===== config.mk =====
export PLATFORM = sky130hd
export DESIGN_NAME = multi_channel_off_and_blink_timer_top
export DESIGN_NICKNAME = d
export VERILOG_FILES = /design/src/rtl/mcobt_pkg.sv /design/src/rtl/multi_channel_off_and_blink_timer_top.sv
export SDC_FILE = /design/constraint.sdc
export NUM_CORES = 1
export LEC_CHECK = 0
export ABC_AREA = 1
export BUFFER_PORTS_ARGS = -buffer_cell sky130_fd_sc_hd__buf_2
export CAP_MARGIN = 0
export CORE_ASPECT_RATIO = 1.75
export CORE_MARGIN = 2
export CORE_UTILIZATION = 30
export CTS_BUF_LIST = sky130_fd_sc_hd__clkbuf_8
export DETAILED_ROUTE_END_ITERATION = 6
export PLACE_DENSITY_LB_ADDON = 0.12
export SETUP_SLACK_MARGIN = 0.15
export SLEW_MARGIN = 10
export SYNTH_ARGS = -nofsm -noshare
export SYNTH_HDL_FRONTEND = slang
export SYNTH_SLANG_ARGS = --single-unit

===== constraint.sdc =====
create_clock -name aclk -period 7.59 [get_ports aclk]
set_clock_uncertainty 0.05 [all_clocks]
set_input_delay 0.759 -clock aclk [delete_from_list [all_inputs] [get_ports aclk]]
set_output_delay 0.759 -clock aclk [all_outputs]
set_load 0.01 [all_outputs]

===== src/rtl/mcobt_pkg.sv =====
// ----------------------------------------------------------------------------
// mcobt_pkg
// shared types and constants for the multi-channel off and blink timer
// ----------------------------------------------------------------------------
package mcobt_pkg;

    localparam int LIGHT_CHANNELS = 5;
    localparam int HORN_CHANNELS  = 2;
    localparam int TIMED_CH       = LIGHT_CHANNELS + HORN_CHANNELS;
    localparam int ALL_CH         = TIMED_CH + 1;
    // channel field is three bits wide, so at most eight channels are served
    localparam int NUM_CH         = (ALL_CH < 8) ? ALL_CH : 8;
    localparam int CH_W           = $clog2(NUM_CH);

    localparam int S_TDATA_W = 32;
    localparam int S_TUSER_W = 2;
    localparam int M_TDATA_W = 8;
    localparam int M_TUSER_W = 3;

    localparam logic [1:0] CMD_TICK  = 2'd0;
    localparam logic [1:0] CMD_ARM   = 2'd1;
    localparam logic [1:0] CMD_WRITE = 2'd2;

    localparam logic [2:0] WR_SEL_LIGHT = 3'd0;
    localparam logic [2:0] WR_SEL_HORN  = 3'd1;

    // per-channel timer record kept in the channel memory
    typedef struct packed {
        logic [15:0] off_cnt;
        logic [9:0]  off_lim;
        logic        off_act;
        logic [12:0] blk_cnt;
        logic [7:0]  blk_lim;
        logic        blk_act;
    } mcobt_rec_t;

    // max(1, 60 * limit)
    function automatic logic [15:0] off_threshold(input logic [9:0] lim);
        logic [15:0] t;
        t = {lim, 6'b0} - {4'b0, lim, 2'b0};
        return (t == 16'd0) ? 16'd1 : t;
    endfunction

    // max(1, 30 * limit)
    function automatic logic [12:0] blink_threshold(input logic [7:0] lim);
        logic [12:0] t;
        t = {lim, 5'b0} - {4'b0, lim, 1'b0};
        return (t == 13'd0) ? 13'd1 : t;
    endfunction

endpackage


===== src/rtl/multi_channel_off_and_blink_timer_top.sv =====
// ----------------------------------------------------------------------------
// multi_channel_off_and_blink_timer_top
// eight-channel auto-off and blink timer for lights, horns and a fan
// ----------------------------------------------------------------------------
// Arm and write beats are taken in the idle state and produce no output. A tick
// beat walks the channel memory one channel per cycle unless the result side
// stalls it: the accept cycle issues the first read, then one read-modify-write
// step per channel (eight), then a flush step hands over the final message;
// s_tready stays low from the accept until the tick is back in idle. The flush
// step is spent even when the tick has nothing to report. Each tick reports at
// most one message per channel; a message waits in a one-entry holding slot
// until the next one appears or the tick ends, so the final beat can carry
// tlast. When m_tready is held low the channel walk pauses at a channel with a
// message to report once the holding slot and the output register are full.
// The channel state lives in a small synchronous memory with a registered read;
// per-entry valid bits, cleared by reset, make an unwritten entry read as zero.
module multi_channel_off_and_blink_timer_top (
    input  logic                               aclk,
    input  logic                               aresetn,
    // configuration: fan_off_message
    input  logic                               cfg_wr_en,
    input  logic [7:0]                         cfg_wr_data,
    // input stream
    input  logic                               s_tvalid,
    output logic                               s_tready,
    // channel[2:0], off_minutes[12:3], off_enable[13], blink_halfperiods[21:14],
    // blink_enable[22], out_value[30:23], zero[31]
    input  logic [mcobt_pkg::S_TDATA_W-1:0]    s_tdata,
    // command[1:0]
    input  logic [mcobt_pkg::S_TUSER_W-1:0]    s_tuser,
    // result stream
    output logic                               m_tvalid,
    input  logic                               m_tready,
    // message[7:0]
    output logic [mcobt_pkg::M_TDATA_W-1:0]    m_tdata,
    // source_channel[2:0]
    output logic [mcobt_pkg::M_TUSER_W-1:0]    m_tuser,
    output logic                               m_tlast
);
    import mcobt_pkg::*;

    localparam logic [1:0] ST_IDLE  = 2'd0;
    localparam logic [1:0] ST_PROC  = 2'd1;
    localparam logic [1:0] ST_FLUSH = 2'd2;

    // input beat fields
    logic [1:0] in_cmd;
    logic [2:0] in_ch;
    logic [9:0] in_off_min;
    logic       in_off_en;
    logic [7:0] in_blk_half;
    logic       in_blk_en;
    logic [7:0] in_out_val;

    assign in_cmd      = s_tuser[1:0];
    assign in_ch       = s_tdata[2:0];
    assign in_off_min  = s_tdata[12:3];
    assign in_off_en   = s_tdata[13];
    assign in_blk_half = s_tdata[21:14];
    assign in_blk_en   = s_tdata[22];
    assign in_out_val  = s_tdata[30:23];

    // control and payload registers
    logic [1:0]      state_reg, state_next;
    logic [CH_W-1:0] ch_reg, ch_next;
    logic [7:0]      fan_msg_reg;
    logic [7:0]      light_bits_reg, light_bits_next;
    logic [7:0]      horn_bits_reg, horn_bits_next;

    // holding slot for the newest message of the tick
    logic       pend_valid_reg, pend_valid_next;
    logic [7:0] pend_msg_reg, pend_msg_next;
    logic [2:0] pend_ch_reg, pend_ch_next;

    // output register
    logic       m_valid_reg, m_valid_next;
    logic [7:0] m_msg_reg, m_msg_next;
    logic [2:0] m_ch_reg, m_ch_next;
    logic       m_last_reg, m_last_next;

    // channel memory
    mcobt_rec_t      mem [NUM_CH];
    logic [NUM_CH-1:0] ent_valid_reg;
    mcobt_rec_t      rd_data_reg;
    logic            rd_valid_reg;
    logic            rd_en;
    logic [CH_W-1:0] rd_addr;
    logic            wr_en;
    logic [CH_W-1:0] wr_addr;
    mcobt_rec_t      wr_data;

    // per-channel update
    mcobt_rec_t rec_cur, rec_new, arm_rec;
    logic        timed;
    logic        is_light;
    logic [2:0]  ch3;
    logic [7:0]  bit_mask;
    logic [15:0] off_inc;
    logic [12:0] blk_inc;
    logic        off_fire, blk_fire;
    logic        emit;
    logic [7:0]  emit_msg;
    logic [7:0]  byte_cur, byte_new;
    logic        out_free;
    logic        proceed;
    logic        accept;

    assign s_tready = (state_reg == ST_IDLE);
    assign accept   = s_tvalid && s_tready;
    assign out_free = !m_valid_reg || m_tready;

    // record as read, an unwritten entry reads as zero
    assign rec_cur = rd_valid_reg ? rd_data_reg : '0;

    always_comb begin
        ch3      = 3'(ch_reg);
        timed    = (int'(ch_reg) < TIMED_CH);
        is_light = (int'(ch_reg) < LIGHT_CHANNELS);
        // bit owned by this channel in its output byte
        if (is_light) begin
            bit_mask = 8'd1 << ch3;
            byte_cur = light_bits_reg;
        end else begin
            bit_mask = 8'd1 << 3'(ch3 - 3'(LIGHT_CHANNELS));
            byte_cur = horn_bits_reg;
        end

        rec_new  = rec_cur;
        byte_new = byte_cur;
        emit     = 1'b0;
        emit_msg = byte_cur;
        off_inc  = rec_cur.off_cnt + 16'd1;
        blk_inc  = rec_cur.blk_cnt + 13'd1;
        off_fire = rec_cur.off_act && (off_inc >= off_threshold(rec_cur.off_lim));
        blk_fire = 1'b0;

        if (rec_cur.off_act) begin
            rec_new.off_cnt = off_inc;
        end
        if (off_fire) begin
            // countdown expired: stop the channel
            rec_new.off_act = 1'b0;
            rec_new.off_cnt = '0;
            rec_new.off_lim = '0;
            emit            = 1'b1;
            if (timed) begin
                rec_new.blk_act = 1'b0;
                rec_new.blk_cnt = '0;
                rec_new.blk_lim = '0;
                byte_new        = byte_cur & ~bit_mask;
                emit_msg        = byte_new;
            end else begin
                emit_msg = fan_msg_reg;
            end
        end else if (timed && rec_cur.blk_act) begin
            rec_new.blk_cnt = blk_inc;
            blk_fire = (blk_inc >= blink_threshold(rec_cur.blk_lim));
            if (blk_fire) begin
                rec_new.blk_cnt = '0;
                byte_new        = byte_cur ^ bit_mask;
                emit            = 1'b1;
                emit_msg        = byte_new;
            end
        end
    end

    // a new message can only be taken if the held one can move out
    assign proceed = !(emit && pend_valid_reg && !out_free);

    always_comb begin
        arm_rec         = '0;
        arm_rec.off_lim = in_off_min;
        arm_rec.off_act = in_off_en;
        if (int'(in_ch) < TIMED_CH) begin
            arm_rec.blk_lim = in_blk_half;
            arm_rec.blk_act = in_blk_en;
        end
    end

    always_comb begin
        state_next      = state_reg;
        ch_next         = ch_reg;
        light_bits_next = light_bits_reg;
        horn_bits_next  = horn_bits_reg;
        pend_valid_next = pend_valid_reg;
        pend_msg_next   = pend_msg_reg;
        pend_ch_next    = pend_ch_reg;
        m_valid_next    = m_valid_reg && !m_tready;
        m_msg_next      = m_msg_reg;
        m_ch_next       = m_ch_reg;
        m_last_next     = m_last_reg;
        rd_en           = 1'b0;
        rd_addr         = '0;
        wr_en           = 1'b0;
        wr_addr         = ch_reg;
        wr_data         = rec_new;

        unique case (state_reg)
            ST_IDLE: begin
                if (accept) begin
                    case (in_cmd)
                        CMD_TICK: begin
                            rd_en      = 1'b1;
                            rd_addr    = '0;
                            ch_next    = '0;
                            state_next = ST_PROC;
                        end
                        CMD_ARM: begin
                            if (int'(in_ch) < NUM_CH) begin
                                wr_en   = 1'b1;
                                wr_addr = CH_W'(in_ch);
                                wr_data = arm_rec;
                            end
                        end
                        CMD_WRITE: begin
                            if (in_ch == WR_SEL_LIGHT) begin
                                light_bits_next = in_out_val;
                            end else if (in_ch == WR_SEL_HORN) begin
                                horn_bits_next = in_out_val;
                            end
                        end
                        default: begin
                        end
                    endcase
                end
            end
            ST_PROC: begin
                if (proceed) begin
                    wr_en = 1'b1;
                    if (is_light) begin
                        light_bits_next = byte_new;
                    end else if (timed) begin
                        horn_bits_next = byte_new;
                    end
                    if (emit) begin
                        if (pend_valid_reg) begin
                            m_valid_next = 1'b1;
                            m_msg_next   = pend_msg_reg;
                            m_ch_next    = pend_ch_reg;
                            m_last_next  = 1'b0;
                        end
                        pend_valid_next = 1'b1;
                        pend_msg_next   = emit_msg;
                        pend_ch_next    = ch3;
                    end
                    if (ch_reg == CH_W'(NUM_CH - 1)) begin
                        state_next = ST_FLUSH;
                    end else begin
                        rd_en      = 1'b1;
                        rd_addr    = ch_reg + CH_W'(1);
                        ch_next    = ch_reg + CH_W'(1);
                    end
                end
            end
            ST_FLUSH: begin
                if (!pend_valid_reg) begin
                    state_next = ST_IDLE;
                end else if (out_free) begin
                    m_valid_next    = 1'b1;
                    m_msg_next      = pend_msg_reg;
                    m_ch_next       = pend_ch_reg;
                    m_last_next     = 1'b1;
                    pend_valid_next = 1'b0;
                    state_next      = ST_IDLE;
                end
            end
            default: begin
                state_next = ST_IDLE;
            end
        endcase
    end

    // channel memory, one write and one read port
    always_ff @(posedge aclk) begin
        if (wr_en) begin
            mem[wr_addr] <= wr_data;
        end
        if (rd_en) begin
            rd_data_reg <= mem[rd_addr];
        end
    end

    always_ff @(posedge aclk) begin
        if (!aresetn) begin
            ent_valid_reg <= '0;
            rd_valid_reg  <= 1'b0;
        end else begin
            if (wr_en) begin
                ent_valid_reg[wr_addr] <= 1'b1;
            end
            if (rd_en) begin
                rd_valid_reg <= ent_valid_reg[rd_addr];
            end
        end
    end

    always_ff @(posedge aclk) begin
        if (!aresetn) begin
            state_reg      <= ST_IDLE;
            ch_reg         <= '0;
            fan_msg_reg    <= 8'd0;
            light_bits_reg <= 8'd0;
            horn_bits_reg  <= 8'd0;
            pend_valid_reg <= 1'b0;
            m_valid_reg    <= 1'b0;
        end else begin
            state_reg      <= state_next;
            ch_reg         <= ch_next;
            light_bits_reg <= light_bits_next;
            horn_bits_reg  <= horn_bits_next;
            pend_valid_reg <= pend_valid_next;
            m_valid_reg    <= m_valid_next;
            if (cfg_wr_en) begin
                fan_msg_reg <= cfg_wr_data;
            end
        end
    end

    // payload, no reset needed
    always_ff @(posedge aclk) begin
        pend_msg_reg <= pend_msg_next;
        pend_ch_reg  <= pend_ch_next;
        m_msg_reg    <= m_msg_next;
        m_ch_reg     <= m_ch_next;
        m_last_reg   <= m_last_next;
    end

    assign m_tvalid = m_valid_reg;
    assign m_tdata  = m_msg_reg;
    assign m_tuser  = m_ch_reg;
    assign m_tlast  = m_last_reg;

endmodule


==> key figures, run 1 <==
Run status
  – Status: finished, final reports clean

CTS
  – CTS tree: done
  – Clock transition at path regs: 0.07 ns
  – Clk_lat worst skew: about 0.7 ns
  – Setup repair bufs after CTS: 0
  – Num Clock Sinks: 504
  – CTS H-tree depth: 3
  – Hold-fix buffers at CTS: 0
  – CTS max path bufs: 3
  – CTS Buf Count: 79
  – Post-CTS Resized: 0
  – Root buf cell: clkbuf_8

Route
  – Met3 Routed Length: 2.29 mm
  – Post-Route WL: around 63 mm
  – Vias per cell: between 4 and 5
  – Post-DRT Antenna Nets: 0
  – DRT Pass-1 Iters: 5
  – Vias: around 16000
  – Wl on met1: approximately 25 mm
  – WL per Instance: 19.3 µm
  – Uppermost layer routed: met4
  – Metal2 WL: 33.8 mm
  – DR DRC count: 0
  – Drt first-iter violations: 850

Synth
  – Synth Cell Area: 23400 µm²
  – Yosys warns: 0
  – Seq/Total Area, Yosys: a little over three fifths
  – Synth top area share: 59.5%
  – Leading area contributor after synthesis: edfxtp_1
  – Number of enable flip-flop cells after synthesis: between 400 and 500
  – Seq cells post-synth: 504
  – Post-Syn Nets: 2208
  – Post-synthesis async set-or-reset flop share: 0%
  – Syn Area/Cell: 11.1 µm²
  – Predominant post-synthesis flop cell: edfxtp_1
  – Gate Count Post-Synth: about 2100
  – Yosys cell types: 47
  – Area contributors post-synth: edfxtp_1, nand2_1, o211ai_1, dfxtp_1, o21ai_0

Power
  – P_int: around 4.8 mW
  – Power density over cell area: 262 nW/µm²
  – Comb power frac: between 20% and 30%
  – Switching power: 2.10 mW
  – Sw frac: 30.5%
  – Clock power share: 31.2%
  – Seq pwr share: between 40% and 50%
  – Lkg Pwr: just under 10 nW
  – Max VDD drop: 0.109 mV

Worst setup path
  – Critical path endpoint category: register
  – Worst-path maximum fanout: 68
  – WS Path Type: register to register
  – R2R setup slack: 1.48 ns
  – WP data required: 7.96 ns
  – Cells on worst reg2reg path: 25
  – Critical path launch point type: register
  – Crit path DAT: 6.48 ns

STA
  – Fin. Hold Viols: 0
  – Final period util: about four fifths
  – Actual slew at the worst max-slew pin: 1.11 ns
  – Rel. slew slack: 25.7%
  – Fmax: 164 MHz
  – Final setup margin: 1.48 ns
  – Pins over their slew limit: 0
  – Hold_ws: 0.234 ns
  – RSZ-0062 raised after global routing: no
  – Final setup vio count: 0
  – Period minus WS final: 6.11 ns
  – Setup TNS Final: 0 ns

Floorplanning
  – Initial Util: between 30% and 40%
  – Height of the die: 374 µm
  – # IOs: 61
  – Rows: roughly 140
  – Full die area: 80400 µm²
  – Die width: ~220 µm
  – Core area: 77400 µm²

Place
  – DP Worst Slack: 1.45 ns
  – Placer Congestion: ~0.81
  – Placed wire-length estimate: 35.6 mm
  – Buffers on Ports: 59

Global route
  – First-pass GRT wire length: 96.4 mm
  – Grt ovf: 0
  – Vias in the first global route: between 15000 and 20000
  – Tot GR Track Use: 15.7%
  – Largest net degree at the start of global routing: between 100 and 150
  – Initial antenna violation count: 1

Layout
  – Layout area overhead: 12.3%
  – Layout cells sized above 1: roughly 15%
  – Nets: 2278
  – Most frequent cells in the layout: edfxtp_1, nand2_1, inv_1
  – Largest register FFs: slightly below 400
  – Commonest non-fill, non-tap cell in the layout: edfxtp_1

Min path
  – Hold depth: 3
  – Min-delay worst type: primary input to register

Flow run
  – Max-Cap Viols: 0
## critical path, cell delays in order (launching register included)
cell      delay, ns
dfxtp_2        0.62
buf_12         0.28
nand2_1        0.11
inv_1          0.12
ha_1           0.19
nor3b_1        0.35
nand3b_1       0.18
nor2_1         0.26
nand2_1        0.14
nor3_1         0.22
xor2_1         0.24
ha_1           0.29
a21oi_1        0.14
o21ai_0        0.09
nor2_1         0.10
nand2_1        0.14
nand2_4        0.21
nand2_4        0.10
nand2_4        0.13
nand3_4        0.47
buf_4          0.55
or2_2          0.37
o211ai_1       0.07
o21ai_0        0.12
nand2_1        0.09
nand2_1        0.10
## synth_stat cells (2+ instances only)
library cell    n
or2_2          97
o22ai_1        15
a211oi_1       22
a21oi_1        53
o211ai_1      120
or2_1          11
nand2_4         4
dfxtp_1        40
xnor2_1        10
nor3_1          6
or2_0          99
ha_1           48
nand2_1       440
buf_4           8
inv_2           3
o21ai_1        24
a31oi_1        12
clkbuf_2        5
nand3b_1        2
nor2_1        120
inv_4           2
buf_1           5
clkbuf_1       45
xor2_1         28
o21ai_0       139
nand3_1        56
o31ai_1         4
buf_6          14
o211ai_2       29
buf_2          26
edfxtp_1      464
nand4_1        11
inv_1         137
## through the flow
| step | utilization [%] | instances | instance area (µm²) | total power, mW |
|---|---|---|---|---|
| floorplan | - | 2113 | 23400 | 4.40 |
| global placement | 32.2 | 3129 | 24900 | 4.80 |
| detailed placement | 32.2 | 3129 | 24900 | 4.82 |
| CTS | 34.0 | 3267 | 26300 | 7.01 |
| global route | 34.0 | 3268 | 26300 | 7.30 |
| finish | 34.0 | 3268 | 26300 | 6.88 |
## layer usage
metal,vias to the layer above,global-route usage [%]
met5,-,0
met4,0,5.47
met3,97,2.55
met2,292,29.7
met1,7741,17.7
li1,7557,-
## cells by family after synthesis
kind of cell | count (synthesis) | share of synthesized area (%)
and+or+nand+nor | 854 | 16.7
DFF | 504 | 62.9
AOI/OAI and AO/OA | 422 | 11.7
buffers and inverters | 247 | 4.74
adders and majority gates | 48 | 2.56
xor gates and xnor gates | 38 | 1.42
## final timing paths
check,endpoint,startpoint
max,rd_data_reg[25],rd_valid_reg
min,fan_msg_reg[7],cfg_wr_data[7]
max reg2reg,rd_data_reg[25],rd_valid_reg
min reg2reg,m_tdata[1],pend_msg_reg[1]
## power groups by stage
| stage | logic [mW] | registers [mW] | clock network [mW] |
|---|---|---|---|
| 2_1_floorplan | 0.999 | 3.40 | 0 |
| 3_3_place_gp | 1.38 | 3.42 | 0 |
| 3_5_place_dp | 1.40 | 3.42 | 0 |
| 4_1_cts | 1.41 | 3.36 | 2.24 |
| 5_1_grt | 1.58 | 3.37 | 2.34 |
| 6_report | 1.37 | 3.36 | 2.14 |
## cell type report
type / count / area [µm²]
fillers: 7901 / 51100
flip-flops and latches: 504 / 14700
multi-input cells: 1362 / 7620
well taps: 1027 / 1280
clock buffers: 84 / 1160
repair buffers: 92 / 693
inverters: 144 / 551
clock inverters: 54 / 256
diodes: 1 / 2.50
Power figures use the tool's default switching activity.
==> run 2: changes to the inputs <==
==> constraint.sdc (replaced) <==
create_clock -name aclk -period 6 [get_ports aclk]
set_clock_uncertainty 0.05 [all_clocks]
set_input_delay 0.6 -clock aclk [delete_from_list [all_inputs] [get_ports aclk]]
set_output_delay 0.6 -clock aclk [all_outputs]
set_load 0.01 [all_outputs]
==> key figures, run 2 (synthesized netlist as in run 1, its figures left out) <==
Layout
  – Final core utilization: 34.7% (+0.72 points)
  – Layout area overhead: 14.7%
  – Nets: 2319 (+1.8%)
  – Layout cells sized above 1: 16.8% (+1.4 points)
  – Commonest non-fill, non-tap cell in the layout: edfxtp_1
  – Largest register FFs: 392 (unchanged)
  – FILL cells: 7825 (-0.96%)
  – Finished Layout Cells: 3314 (+1.4%)
  – Most frequent cells in the layout: edfxtp_1, nand2_1, inv_1

CTS
  – Setup repair bufs after CTS: 0 (unchanged)
  – Clk_lat worst skew: 0.71 ns (about the same)
  – Root buf cell: clkbuf_8
  – CTS max path bufs: 3 (unchanged)
  – CTS Buf Count: 80 (+1.3%)
  – CTS tree: done
  – Clock transition at path regs: 0.06 ns (about the same)
  – CTS H-tree depth: 3 (unchanged)
  – Num Clock Sinks: 504 (unchanged)

Worst setup path
  – CP cell instances: buf_4, nand2_1, inv_1, nand4_1, nor2_1, nand2_1, nor2_1, nand2_1, nor3_1, nand3_1, xor2_1, inv_1, ha_1, nand4_1, a21oi_1, nor2_1, nand2_1, nand2_1, buf_4, o21ai_2, o22ai_1
  – WS Path Type: register to register
  – R2R setup slack: 0.68 ns (-0.80 ns)
  – Worst-path maximum fanout: 21 (-69%)
  – Worst Path Buf+Inv: 4 (+1)
  – CP max stage delay: 0.90 ns (+0.28 ns)
  – Critical path endpoint category: register
  – WP data required: 6.25 ns (-1.71 ns)
  – Slowest CP cell: o21ai_2
  – Crit path DAT: 5.57 ns (-0.91 ns)
  – Critical path launch point type: register
  – Largest delay contributor family on the critical path: simple AND/OR/NAND/NOR gates
  – Cell repeated most along the worst path: nand2_1

Route
  – DR DRC count: 0 (unchanged)
  – WL per Instance: 19.4 µm (+0.67%)
  – Vias per cell: 4.76 (-0.83%)
  – Drt first-iter violations: 875 (+2.9%)
  – Vias: 15800 (+0.56%)
  – DRT Pass-1 Iters: 5 (unchanged)
  – Post-Route WL: 64.2 mm (+2.1%)
  – Post-DRT Antenna Nets: 0 (unchanged)

Place
  – Placer Congestion: 0.776 (-4.4%)
  – Buffers on Ports: 59 (unchanged)
  – Placed wire-length estimate: 38.2 mm (+7.3%)
  – Placed Cells: 3168 (+1.2%)

Global route
  – Largest net degree at the start of global routing: 71 (-52%)
  – Vias in the first global route: 16400 (+2.2%)
  – First-pass GRT wire length: 98.3 mm (+2.0%)
  – Tot GR Track Use: 16.1% (+0.33 points)
  – Grt ovf: 0 (unchanged)
  – Initial antenna violation count: 1 (unchanged)

STA
  – Setup TNS Final: 0 ns (unchanged)
  – RSZ-0062 raised after global routing: yes
  – Final setup vio count: 0 (unchanged)
  – Fmax: 188 MHz (+15%)
  – Fin. Hold Viols: 0 (unchanged)
  – Hold_ws: 0.0877 ns (-0.146 ns)
  – Rel. slew slack: 22.9% (-2.8 points)
  – Pins over their slew limit: 0 (unchanged)
  – Actual slew at the worst max-slew pin: 1.16 ns (+0.0486 ns)
  – Final period util: 88.7% (+8.2 points)
  – Period minus WS final: 5.32 ns (-0.785 ns)

Min path
  – Min-delay worst type: primary input to register

Power
  – Lkg Pwr: 9.91 nW (+3.2%)
  – Power density over cell area: 331 nW/µm² (+27%)
  – Max VDD drop: 0.174 mV (+60%)

Floorplanning
  – Height of the die: 374 µm (unchanged)
  – Rows: 135 (unchanged)
  – Full die area: 80400 µm² (unchanged)
  – Initial Util: 30.3% (unchanged)
  – Core area: 77400 µm² (unchanged)
  – # IOs: 61 (unchanged)
  – Die width: 215 µm (unchanged)

Run status
  – Status: finished, final reports clean

Flow run
  – Max-Cap Viols: 0 (unchanged)
## run 2: path summary, 6_finish.rpt
path	start	to	cells after the start
setup / recovery	rd_valid_reg	mem[4][8]	21
hold / removal	cfg_wr_data[3]	fan_msg_reg[3]	3
setup reg to reg	rd_valid_reg	mem[4][8]	21
hold reg to reg	pend_msg_reg[4]	m_tdata[4]	0
## run 2: final cells by class
| cell class | count | area (µm²) | area share (%) |
|---|---|---|---|
| well taps | 1027 | 1280 | 4.78 |
| clock buffers | 85 | 1170 | 4.36 |
| diodes | 1 | 2.50 | 0.00932 |
| multi-input cells | 1362 | 7620 | 28.4 |
| repair buffers | 132 | 1180 | 4.38 |
| clock inverters | 59 | 318 | 1.18 |
| flip-flops and latches | 504 | 14700 | 54.9 |
| inverters | 144 | 551 | 2.05 |
## run 2: report_power, final
part           switching, mW  internal [mW]  total [mW]
registers             0.0769           4.17        4.25
logic                   1.22          0.607        1.83
clock network           1.37           1.43        2.81
## run 2: per-layer routing
layer,wire (µm),vias up,track usage [%]
li1,-,7654,-
met1,26700,7753,18.6
met2,33800,275,29.6
met3,2100,93,2.40
met4,1610,0,6.05
met5,0,-,0
## run 2: through the flow
stage          setup slack, ns  instance area (µm²)  total power [mW]
2_1_floorplan            0.360                23400              5.57
3_3_place_gp             0.600                25300              6.15
3_5_place_dp             0.499                25300              6.18
4_1_cts                  0.505                26800              9.05
5_1_grt                -0.0135                26900              9.41
6_report                 0.679                26900              8.89
## run 2: what timing repair did
| item | in CTS | in global routing |
|---|---|---|
| hold buffers | 1 | 0 |
| endpoints found under the hold margin | 1 | 0 |
| gates resized for setup | 0 | 5 |
| endpoints found under the setup margin | 0 | 144 |
## run 2: tightest hold or removal path, cell delays in order
cell    delay, ns
buf_2        0.08
nor2_1       0.04
nor2_1       0.09
==> run 3: changes to the inputs <==
--- a/config.mk
+++ b/config.mk
@@ -13,7 +13,7 @@
 export CORE_UTILIZATION = 30
 export CTS_BUF_LIST = sky130_fd_sc_hd__clkbuf_8
 export DETAILED_ROUTE_END_ITERATION = 6
-export PLACE_DENSITY_LB_ADDON = 0.12
+export PLACE_DENSITY = 0.44
 export SETUP_SLACK_MARGIN = 0.15
 export SLEW_MARGIN = 10
 export SYNTH_ARGS = -nofsm -noshare
==> key figures, run 3 (synthesized netlist as in run 1, its figures left out) <==
Place
  – Placed cell area: 25300 µm² (-0.26%)
  – DP Worst Slack: 0.310 ns (-0.189 ns)
  – Buffers on Ports: 59 (unchanged)
  – Placed wire-length estimate: 36.0 mm (-5.9%)
  – Placer Congestion: 0.810 (+4.4%)

STA
  – Final setup vio count: 0 (unchanged)
  – Pins over their slew limit: 0 (unchanged)
  – Final period util: 89.0% (+0.28 points)
  – Actual slew at the worst max-slew pin: 1.02 ns (-0.141 ns)
  – Fmax: 187 MHz (-0.31%)
  – Period minus WS final: 5.34 ns (+0.0166 ns)
  – Fin. Hold Viols: 0 (unchanged)
  – Rel. slew slack: 32.2% (+9.3 points)
  – Final setup margin: 0.663 ns (-0.0166 ns)
  – RSZ-0062 raised after global routing: no
  – Setup TNS Final: 0 ns (unchanged)
  – Hold_ws: 0.0864 ns (-0.00136 ns)

Power
  – Comb power frac: 20.4% (-0.2 points)
  – Power density over cell area: 330 nW/µm² (-0.21%)
  – Seq pwr share: 48.1% (+0.3 points)
  – Sw frac: 30.0% (-0.062 points)
  – P_int: 6.19 mW (-0.45%)
  – Switching power: 2.65 mW (-0.74%)
  – Clock power share: 31.5% (about the same)
  – Max VDD drop: 0.154 mV (-12%)
  – Lkg Pwr: 9.88 nW (-0.33%)

CTS
  – CTS H-tree depth: 3 (unchanged)
  – Clk_lat worst skew: 0.70 ns (about the same)
  – Root buf cell: clkbuf_8
  – CTS tree: done
  – Clock transition at path regs: 0.07 ns (about the same)
  – CTS Buf Count: 77 (-3.8%)
  – CTS max path bufs: 3 (unchanged)
  – Setup repair bufs after CTS: 0 (unchanged)
  – Num Clock Sinks: 504 (unchanged)

Worst setup path
  – Worst-path maximum fanout: 54 (+160%)
  – RR Startpoint: rd_valid_reg
  – R2R setup slack: 0.66 ns (-0.02 ns)
  – Critical path launch point type: register
  – Critical Path Source: rd_valid_reg
  – Crit path DAT: 5.73 ns (+0.16 ns)
  – Cell repeated most along the worst path: nand2_1
  – Slowest CP cell: dfxtp_4
  – WP data required: 6.39 ns (+0.14 ns)
  – WS Path Type: register to register
  – Critical path endpoint category: register
  – CP max stage delay: 0.52 ns (-0.38 ns)

Run status
  – Status: finished, final reports clean

Route
  – DR DRC count: 0 (unchanged)
  – Post-DRT Antenna Nets: 0 (unchanged)
  – Vias: 15700 (-0.22%)
  – DRT Pass-1 Iters: 5 (unchanged)
  – Drt first-iter violations: 978 (+12%)
  – Post-Route WL: 61.5 mm (-4.2%)
  – Vias per cell: 4.75 (-0.25%)
  – WL per Instance: 18.6 µm (-4.2%)

Flow run
  – Max-Cap Viols: 0 (unchanged)

Global route
  – Tot GR Track Use: 15.4% (-0.69 points)
  – Initial antenna violation count: 1 (unchanged)
  – Vias in the first global route: 16000 (-2.7%)
  – Largest net degree at the start of global routing: 102 (+44%)
  – Grt ovf: 0 (unchanged)
  – First-pass GRT wire length: 94.7 mm (-3.6%)

Floorplanning
  – Height of the die: 374 µm (unchanged)
  – Full die area: 80400 µm² (unchanged)
  – # IOs: 61 (unchanged)
  – Core area: 77400 µm² (unchanged)
  – Initial Util: 30.3% (unchanged)
  – Rows: 135 (unchanged)
  – Die width: 215 µm (unchanged)

Min path
  – Min-delay worst type: primary input to register
  – Hold_sp: cfg_wr_data[3]

Layout
  – Layout cells sized above 1: 17.2% (+0.39 points)
  – Fin area: 26800 µm² (-0.33%)
  – Commonest non-fill, non-tap cell in the layout: edfxtp_1
  – Combined area of the multi-input logic cells: 7620 µm² (unchanged)
  – Most frequent cells in the layout: edfxtp_1, nand2_1, inv_1
  – FILL cells: 7862 (+0.47%)
  – FF+latch area: 14700 µm² (about the same)
  – Nets: 2318 (-0.043%)
  – Largest register FFs: 392 (unchanged)
  – Layout area overhead: 14.3%
## run 3: metal layers
metal  global-route usage, %  up-vias  wire length (µm)
met4                    5.35        0              1530
met5                       0        -                 0
met1                    18.0     7689             25600
met3                    2.69      105              2320
li1                        -     7652                 -
met2                    28.0      294             32100
## run 3: area by class of cell
| type | instances | share of cell area [%] |
|---|---|---|
| sequential | 504 | 55.0 |
| antenna | 1 | 0.00935 |
| inverter | 144 | 2.07 |
| clock buffer | 82 | 4.22 |
| tap | 1027 | 4.80 |
| clock inverter | 61 | 1.30 |
| multi-input combinational | 1362 | 28.5 |
| timing repair buffer | 134 | 4.09 |
## run 3: per-stage QoR
stage	std cells	util, %	total power, mW
after floorplan	2113	-	5.57
after global placement	3171	32.7	6.12
after detailed placement	3171	32.7	6.15
after CTS	3314	34.6	9.00
after global routing	3315	34.6	9.37
final	3315	34.6	8.84
## run 3: worst max-delay path, delay by kind of cell, from the launching register on
kind | cells | cell delay, ns
AOI/OAI and AO/OA | 4 | 0.43
adders and majority gates | 2 | 0.50
and+or+nand+nor | 15 | 2.52
buffers and inverters | 3 | 0.74
DFF | 1 | 0.52
xor gates and xnor gates | 1 | 0.26
## run 3: power groups by stage
| stage | Clock, mW | Sequential [mW] | Combinational [mW] |
|---|---|---|---|
| after floorplan | 0 | 4.30 | 1.26 |
| after global placement | 0 | 4.32 | 1.80 |
| after detailed placement | 0 | 4.33 | 1.83 |
| after CTS | 2.91 | 4.25 | 1.84 |
| after global routing | 3.04 | 4.27 | 2.06 |
| final | 2.79 | 4.25 | 1.80 |
## run 3: final timing paths
kind	to	cells past startpoint
max	rd_data_reg[28]	25
max reg2reg	rd_data_reg[28]	25
min reg2reg	m_tdata[0]	0
min	fan_msg_reg[3]	3
## run 3: repair_timing
item / 4_1_cts / 5_1_grt
endpoints found under the setup margin: 0 / 146
gates resized for setup: 0 / 5
hold buffers: 0 / 0
